[src/design/rrt_pkg.sv]
// shared types, sizes and request codes of the relay route table
package rrt_pkg;

    // table size and derived index widths
    localparam int ENTRIES = 16;
    localparam int IDX_W   = (ENTRIES > 1) ? $clog2(ENTRIES) : 1;
    localparam int CNT_W   = $clog2(ENTRIES + 1);
    localparam int HASH_W  = 64;

    // request codes
    typedef enum logic [1:0] {
        REQ_LOOKUP = 2'd0,
        REQ_UPDATE = 2'd1,
        REQ_INVAL  = 2'd2
    } t_req_code;

    // input word
    typedef struct packed {
        logic [1:0]        req_type;
        logic [HASH_W-1:0] dest_hash;
        logic [HASH_W-1:0] next_hash;
        logic [HASH_W-1:0] origin_hash;
    } t_req;

    // result word
    typedef struct packed {
        logic [HASH_W-1:0] found_next_hash;
        logic              hit;
        logic              status;
    } t_rsp;

    // one stored slot
    typedef struct packed {
        logic [HASH_W-1:0] key;
        logic [HASH_W-1:0] next;
        logic [HASH_W-1:0] origin;
    } t_slot;

    localparam int SLOT_W = $bits(t_slot);

endpackage

[src/design/rrt_ram.sv]
// generic single-port-write ram with registered read
module rrt_ram #(
    parameter int WIDTH = 8,
    parameter int DEPTH = 16,
    parameter int AW    = (DEPTH > 1) ? $clog2(DEPTH) : 1
) (
    input  logic             i_clk,
    input  logic             i_we,
    input  logic [AW-1:0]    i_waddr,
    input  logic [WIDTH-1:0] i_wdata,
    input  logic             i_re,
    input  logic [AW-1:0]    i_raddr,
    output logic [WIDTH-1:0] o_rdata
);

    logic [WIDTH-1:0] r_mem [DEPTH];
    logic [WIDTH-1:0] r_rdata;

    // write port
    always_ff @(posedge i_clk) begin
        if (i_we) begin
            r_mem[i_waddr] <= i_wdata;
        end
    end

    // registered read port
    always_ff @(posedge i_clk) begin
        if (i_re) begin
            r_rdata <= r_mem[i_raddr];
        end
    end

    assign o_rdata = r_rdata;

endmodule

[src/design/relay_route_table.sv]
// relay route table: slot scan sequencer around one shared 64-bit compare
//
// Usage:
//   A request word is taken on i_req at a rising edge where start is high and
//   busy is low. busy stays high until the request is finished. One result
//   word per request appears on o_rsp for exactly one cycle with o_done high.
//   The receiver cannot stall; o_done is a single-cycle strobe.
// Operation:
//   Slots fill from index 0 upward and are never freed, so a fill count marks
//   the used slots. Key, next hop and origin live in one ram; the used slots
//   are read one per cycle and compared by a single comparator.
// Scan:
//   a request reads at most one ram word per used slot, waits for the
//   registered read, then passes the finish state and the output register
//   before o_done; lookup and update stop early on the first match. busy is
//   low again when o_done is shown, so a new request may start in that cycle.
// Reset:
//   synchronous active-low reset clears the fill count and the valid marks;
//   no clearing pass over the ram is needed and the block is ready at once.
module relay_route_table
    import rrt_pkg::*;
(
    input  logic i_clk,
    input  logic i_rst_n,
    input  logic start,
    output logic busy,
    input  t_req i_req,
    output logic o_done,
    output t_rsp o_rsp
);

    typedef enum logic [2:0] {
        S_IDLE = 3'b001,
        S_SCAN = 3'b010,
        S_DONE = 3'b100
    } t_state;

    t_state            r_state, n_state;
    t_req              r_req, n_req;
    logic [CNT_W-1:0]  r_fill, n_fill;
    logic [CNT_W-1:0]  r_idx, n_idx;
    logic [IDX_W-1:0]  r_pidx, n_pidx;
    logic              r_pend, n_pend;
    logic              r_hit, n_hit;
    logic [IDX_W-1:0]  r_midx, n_midx;
    logic [HASH_W-1:0] r_mnext, n_mnext;
    logic [HASH_W-1:0] r_morigin, n_morigin;
    logic              r_valid [ENTRIES];
    logic              r_done, n_done;
    t_rsp              r_rsp, n_rsp;

    logic              w_accept;
    logic              w_is_inv;
    logic              w_is_look;
    logic              w_issue;
    logic              w_cmp_eq;
    logic              w_match;
    logic              w_last;
    logic              w_full;
    logic [HASH_W-1:0] w_cmp_a;
    logic [HASH_W-1:0] w_cmp_b;
    logic [SLOT_W-1:0] w_rdata;
    t_slot             w_rd;
    logic              w_we;
    logic [IDX_W-1:0]  w_waddr;
    t_slot             w_wslot;
    logic              w_set_valid;

    // slot storage
    rrt_ram #(
        .WIDTH (SLOT_W),
        .DEPTH (ENTRIES)
    ) u_slots (
        .i_clk   (i_clk),
        .i_we    (w_we),
        .i_waddr (w_waddr),
        .i_wdata (SLOT_W'(w_wslot)),
        .i_re    (w_issue),
        .i_raddr (r_idx[IDX_W-1:0]),
        .o_rdata (w_rdata)
    );

    assign w_rd      = t_slot'(w_rdata);
    assign w_accept  = start && !busy;
    assign w_is_inv  = (r_req.req_type == REQ_INVAL);
    assign w_is_look = (r_req.req_type == REQ_LOOKUP);
    assign w_full    = (r_fill == CNT_W'(ENTRIES));

    // shared comparator: key for lookup and update, origin for invalidate
    assign w_cmp_a  = w_is_inv ? w_rd.origin : w_rd.key;
    assign w_cmp_b  = w_is_inv ? r_req.origin_hash : r_req.dest_hash;
    assign w_cmp_eq = (w_cmp_a == w_cmp_b);

    // scan control
    assign w_issue = (r_state == S_SCAN) && (r_idx != r_fill);
    assign w_match = r_pend && w_cmp_eq && (!w_is_look || r_valid[r_pidx]);
    assign w_last  = r_pend && (r_idx == r_fill);

    // finish-cycle write: overwrite the matched slot or claim the next free one
    always_comb begin
        w_we        = 1'b0;
        w_set_valid = 1'b0;
        w_waddr     = r_midx;
        w_wslot     = '{key: r_req.dest_hash, next: r_req.next_hash,
                        origin: r_morigin};
        if (r_state == S_DONE && r_req.req_type == REQ_UPDATE) begin
            if (r_hit) begin
                w_we        = 1'b1;
                w_set_valid = 1'b1;
            end else if (!w_full) begin
                w_we           = 1'b1;
                w_set_valid    = 1'b1;
                w_waddr        = r_fill[IDX_W-1:0];
                w_wslot.origin = r_req.origin_hash;
            end
        end
    end

    // sequencer next state
    always_comb begin
        n_state   = r_state;
        n_req     = r_req;
        n_fill    = r_fill;
        n_idx     = r_idx;
        n_pidx    = r_pidx;
        n_pend    = 1'b0;
        n_hit     = r_hit;
        n_midx    = r_midx;
        n_mnext   = r_mnext;
        n_morigin = r_morigin;
        n_done    = 1'b0;
        n_rsp     = r_rsp;
        unique case (r_state)
            S_IDLE: begin
                if (w_accept) begin
                    n_req = i_req;
                    n_idx = '0;
                    n_hit = 1'b0;
                    if (i_req.req_type != 2'(REQ_LOOKUP) &&
                        i_req.req_type != 2'(REQ_UPDATE) &&
                        i_req.req_type != 2'(REQ_INVAL)) begin
                        n_state = S_DONE;
                    end else if (r_fill == '0) begin
                        n_state = S_DONE;
                    end else begin
                        n_state = S_SCAN;
                    end
                end
            end
            S_SCAN: begin
                n_pend = w_issue;
                if (w_issue) begin
                    n_pidx = r_idx[IDX_W-1:0];
                    n_idx  = r_idx + CNT_W'(1);
                end
                if (w_match && !w_is_inv) begin
                    n_hit     = 1'b1;
                    n_midx    = r_pidx;
                    n_mnext   = w_rd.next;
                    n_morigin = w_rd.origin;
                    n_pend    = 1'b0;
                    n_state   = S_DONE;
                end else if (w_last) begin
                    n_pend  = 1'b0;
                    n_state = S_DONE;
                end
            end
            S_DONE: begin
                n_done                = 1'b1;
                n_rsp.hit             = w_is_look && r_hit;
                n_rsp.found_next_hash = (w_is_look && r_hit) ? r_mnext : '0;
                n_rsp.status          = (r_req.req_type == REQ_UPDATE) && !r_hit && w_full;
                if (w_we && !r_hit) begin
                    n_fill = r_fill + CNT_W'(1);
                end
                n_state = S_IDLE;
            end
            default: begin
                n_state = S_IDLE;
            end
        endcase
    end

    // control registers
    always_ff @(posedge i_clk) begin
        if (!i_rst_n) begin
            r_state <= S_IDLE;
            r_fill  <= '0;
            r_pend  <= 1'b0;
            r_done  <= 1'b0;
        end else begin
            r_state <= n_state;
            r_fill  <= n_fill;
            r_pend  <= n_pend;
            r_done  <= n_done;
        end
    end

    // payload registers
    always_ff @(posedge i_clk) begin
        r_req     <= n_req;
        r_idx     <= n_idx;
        r_pidx    <= n_pidx;
        r_hit     <= n_hit;
        r_midx    <= n_midx;
        r_mnext   <= n_mnext;
        r_morigin <= n_morigin;
        r_rsp     <= n_rsp;
    end

    // valid marks: cleared by invalidate matches, set by update writes
    always_ff @(posedge i_clk) begin
        if (!i_rst_n) begin
            for (int i = 0; i < ENTRIES; i++) begin
                r_valid[i] <= 1'b0;
            end
        end else begin
            if (r_state == S_SCAN && w_is_inv && w_match) begin
                r_valid[r_pidx] <= 1'b0;
            end
            if (w_set_valid) begin
                r_valid[w_waddr] <= 1'b1;
            end
        end
    end

    assign busy   = (r_state != S_IDLE);
    assign o_done = r_done;
    assign o_rsp  = r_rsp;

    // checks
    a_fill_range: assert property (@(posedge i_clk) disable iff (!i_rst_n)
        r_fill <= CNT_W'(ENTRIES))
        else $error("fill count beyond table size");

    a_done_follows_finish: assert property (@(posedge i_clk) disable iff (!i_rst_n)
        o_done |-> $past(r_state == S_DONE))
        else $error("result strobe without a finish cycle");

    a_busy_drop_done: assert property (@(posedge i_clk) disable iff (!i_rst_n)
        $fell(busy) |-> o_done)
        else $error("busy dropped without a result");

    a_hit_only_lookup: assert property (@(posedge i_clk) disable iff (!i_rst_n)
        (o_done && o_rsp.hit) |-> (r_req.req_type == REQ_LOOKUP))
        else $error("hit reported on a non-lookup request");

    a_write_in_finish: assert property (@(posedge i_clk) disable iff (!i_rst_n)
        w_we |-> (r_state == S_DONE && !w_issue))
        else $error("slot write outside finish cycle");

endmodule

[config.mk]
export PLATFORM = sky130hd
export DESIGN_NAME = relay_route_table
export DESIGN_NICKNAME = d
export VERILOG_FILES = /design/src/design/rrt_pkg.sv /design/src/design/rrt_ram.sv /design/src/design/relay_route_table.sv
export SDC_FILE = /design/constraint.sdc
export NUM_CORES = 2
export LEC_CHECK = 0
export BUFFER_PORTS_ARGS = -buffer_cell sky130_fd_sc_hd__buf_2
export CORE_AREA = 4 4 380 664
export DETAILED_ROUTE_END_ITERATION = 10
export DIE_AREA = 0 0 384 668
export MAX_ROUTING_LAYER = met4
export PLACE_DENSITY_LB_ADDON = 0.25
export SLEW_MARGIN = 0
export SYNTH_ARGS = -nofsm -noshare
export SYNTH_HDL_FRONTEND = slang
export SYNTH_HIERARCHICAL = 1
export SYNTH_SLANG_ARGS = --single-unit
[constraint.sdc]
create_clock -name i_clk -period 16.9 [get_ports i_clk]
set_input_delay 2.535 -clock i_clk [delete_from_list [all_inputs] [get_ports i_clk]]
set_output_delay 2.535 -clock i_clk [all_outputs]
set_load 0.01 [all_outputs]
==> flow_metrics.py <==
metrics = {
    "power": {
        "switching_share": 0.202,
        "p_switching_mw": 3.65,
        "p_seq_frac": 0.564,
        "power_density_nw_per_um2": 118,
        "power_frac_comb": 0.033,
        "internal_power_mw": 14.4,
        "leakage_nw": 47.7,
        "pwr-share-clk": 0.403,
        "ir_worst_vdd_v": 0.000101,
    },
    "setup_path": {
        "worst_r2r_path_depth": 11,
        "worstPathMaxFanout": 47,
        "critPathTopFamily": "buffers and inverters",
        "crit_buf_inv": 5,
        "crit_chain": "inv_1 -> ha_1 -> nand4bb_4 -> nand3_4 -> buf_4 -> a22o_1 -> nand3b_1 -> nor3_4 -> buf_4 -> buf_4 -> buf_4",
        "r2r_slack_ps": 10880,
        "crit_top_cell": "buf_4",
        "rr_startpoint": "r_fill[0]",
        "cp-end-kind": "flip-flop",
        "worst_path_max_delay_cell": "buf_4",
        "r2r_end": "u_slots/r_mem[4][80]",
        "critical_path_class": "reg -> reg",
        "critPathArrivalTime_ps": 6520,
        "cp.required_ps": 17400,
        "start_kind": "flip-flop",
        "cpPeakStageDelay_ps": 820,
    },
    "timing": {
        "tightest_slew_ps": 1240,
        "min_period_over_period": 0.356,
        "layout_min_cycle_time_ps": 6020,
        "holdWs_ps": 416,
        "skew_ps": 54.1,
        "fin_setup_tns_ps": 0,
        "fmax_mhz": 166,
        "finalSetupViolations": 0,
        "rsz0062_at_grt": "no",
        "finalHoldViolCount": 0,
        "slew_viol_final": 0,
        "slew_headroom": 0.174,
    },
    "detailed_routing": {
        "wire_per_inst_um": 33.6,
        "initialDrtViolationCount": 7414,
        "viasPerCell": 6.51,
        "wirelength_um": 334000,
        "firstDrtPassIters": 5,
        "vias": 64700,
        "drc": 0,
        "drt.antenna.violating_nets": 0,
    },
    "global_routing": {
        "grt_max_degree": 149,
        "grt_first_pass_wirelength_um": 482000,
        "overflow": 0,
        "top_usage_layer": "met2",
        "grt_usage": 0.270,
        "grt_use_met1": 0.359,
        "grt_util_met2": 0.442,
        "grt_util_met3": 0.0377,
        "grt_pass1_vias": 66800,
        "antenna_found_initial": 30,
    },
    "die": {
        "start_util": 0.557,
        "fp.dieH_um": 668,
        "io_pins": 265,
        "row_count": 242,
        "core_area_um2": 247000,
        "die_x_um": 384,
        "dieArea_um2": 257000,
    },
    "final_layout": {
        "mostFrequentLayoutCells": "edfxtp_1 (3666), mux4_2 (722), clkbuf_16 (328), a22oi_1 (326), buf_2 (264)",
        "n_fill_cell": 16500,
        "syn2layout_area_growth_pct": 11.4,
        "nets": 6589,
        "final_common_cell": "edfxtp_1",
        "drive_above_1_share": 0.264,
    },
    "yosys": {
        "synth_warnings": 6,
        "synth.net_count": 6174,
        "async_flop_share": 0,
        "syn-mean-instance-area_um2": 23.1,
        "ys_seq_elements": 3696,
        "synth_cells": 5974,
        "ys.flop_type": "edfxtp_1",
        "synth.top_cell.area_share": 0.799,
        "synth.area.top_cells": "edfxtp_1 (80%), mux4_2 (12%), a22oi_1 (1.8%)",
        "synth.distinct_cells": 61,
        "syn_area_um2": 138000,
        "yosysTopAreaCell": "edfxtp_1",
        "ys_seq_area_frac": 0.804,
        "synth_edf_count": 3666,
    },
    "status": {
        "status": "complete, no violations",
    },
    "place": {
        "hpwl_um": 168000,
        "place.gp.congestion": 0.793,
        "io_buffers": 264,
    },
    "clock_tree": {
        "cts-htree-levels": 5,
        "post_cts_buffers": 0,
        "clkLatencyLatePin_ps": 900,
        "cts_tree": "done",
        "cts_sinks": 3696,
        "post_cts_resize_count": 0,
        "cts_root_buf": "clkbuf_16",
        "cts.clk_slew.worst_paths_ps": 70,
        "clock_path_buffers": 4,
        "cts_hold_buf": 0,
        "numCtsBuffers": 321,
    },
    "hold_path": {
        "hold_class": "reg -> reg",
        "min_path_cells": 0,
        "hold_end": "r_mnext[62]",
        "min-delay-start": "u_slots/o_rdata[126]",
    },
    "run": {
        "drv_cap": 0,
    },
}
-- kinds of logic after synthesis --
kind of cell,share of synthesized area
flip-flops,0.804
multiplexers,0.134
AND/OR/NAND/NOR,0.0181
AO/OA/AOI/OAI,0.0244
buffers and inverters,0.0103
XOR/XNOR,0.00890
adder cells (fa/ha/maj),0.000273
-- state kept, by name, indices dropped and copies added (netlist names), named ones only --
signal and cells:
o_done 1, o_rsp 66, r_fill 5, r_hit 1, r_idx 5, r_midx 4, r_mnext 64, r_morigin 64
r_pend 1, r_pidx 4, r_req 194, r_state 3, r_valid 16, u_slots/o_rdata 192, u_slots/r_mem 3072
-- worst max path at each step --
stage | startpoint | to | cells past startpoint
floorplan | r_state[2] | u_slots/r_mem[12][0] | 4
global placement | r_fill[0] | u_slots/r_mem[4][39] | 11
detailed placement | r_fill[0] | u_slots/r_mem[4][39] | 11
CTS | r_fill[0] | u_slots/r_mem[4][80] | 11
global route | r_fill[0] | u_slots/r_mem[4][80] | 11
finish | r_fill[0] | u_slots/r_mem[4][80] | 11
-- cell type report --
class | count | area (µm²) | area share
clock buffer | 392 | 8450 | 0.0551
antenna | 24 | 60.1 | 0.000392
clock inverter | 166 | 1720 | 0.0112
multi-input combinational | 1985 | 25800 | 0.168
sequential | 3696 | 111000 | 0.722
timing repair buffer | 378 | 2450 | 0.0160
tap | 3294 | 4120 | 0.0269
inverter | 7 | 46.3 | 0.000302
-- per-layer routing --
layer	vias to the layer above	wire (µm)
met3	577	25600
met2	3129	172000
met1	35000	126000
li1	26000	-
met5	-	0
met4	0	10600
-- Yosys cell counts (3+ instances only) --
master and number:
edfxtp_1 3666, mux4_2 722, a22oi_1 326, nand2_1 189
mux2_2 157, buf_2 142, clkbuf_1 91, xnor2_1 76
and2_1 74, xor2_1 64, nor2_1 44, nor2b_1 41
mux2i_1 38, buf_4 32, nand4_1 32, o221ai_1 31
dfxtp_1 30, nand2b_1 26, o21ai_0 24, nor4_1 22
a221oi_1 19, nand3_1 18, buf_1 17, o221a_1 10
nor3_1 9, o22a_1 8, inv_1 7, o221a_2 6
nand3b_1 5, mux2_4 4, nor3b_1 4, buf_6 3
ha_1 3
-- power groups by stage --
stage	Clock [mW]	Sequential (mW)	Combinational, mW
after CTS	7.40	10.2	0.613
after global placement	0	10.4	0.606
after floorplan	0	10.4	0.400
after detailed placement	0	10.4	0.610
final	7.28	10.2	0.603
after global routing	7.78	10.2	0.641
-- per-stage QoR --
| step | cells | utilization | area [µm²] | worst slack (ps) | total power, mW |
|---|---|---|---|---|---|
| 5_1_grt | 9937 | 0.620 | 153000 | 10610 | 18.6 |
| 3_3_place_gp | 9360 | 0.579 | 143000 | 10930 | 11.0 |
| 4_1_cts | 9918 | 0.620 | 153000 | 10810 | 18.2 |
| 3_5_place_dp | 9360 | 0.579 | 143000 | 10800 | 11.0 |
| 6_report | 9942 | 0.620 | 153000 | 10880 | 18.1 |
| 2_1_floorplan | 5974 | - | 138000 | -32.4 | 10.8 |
(Power assumes the default switching activity.)
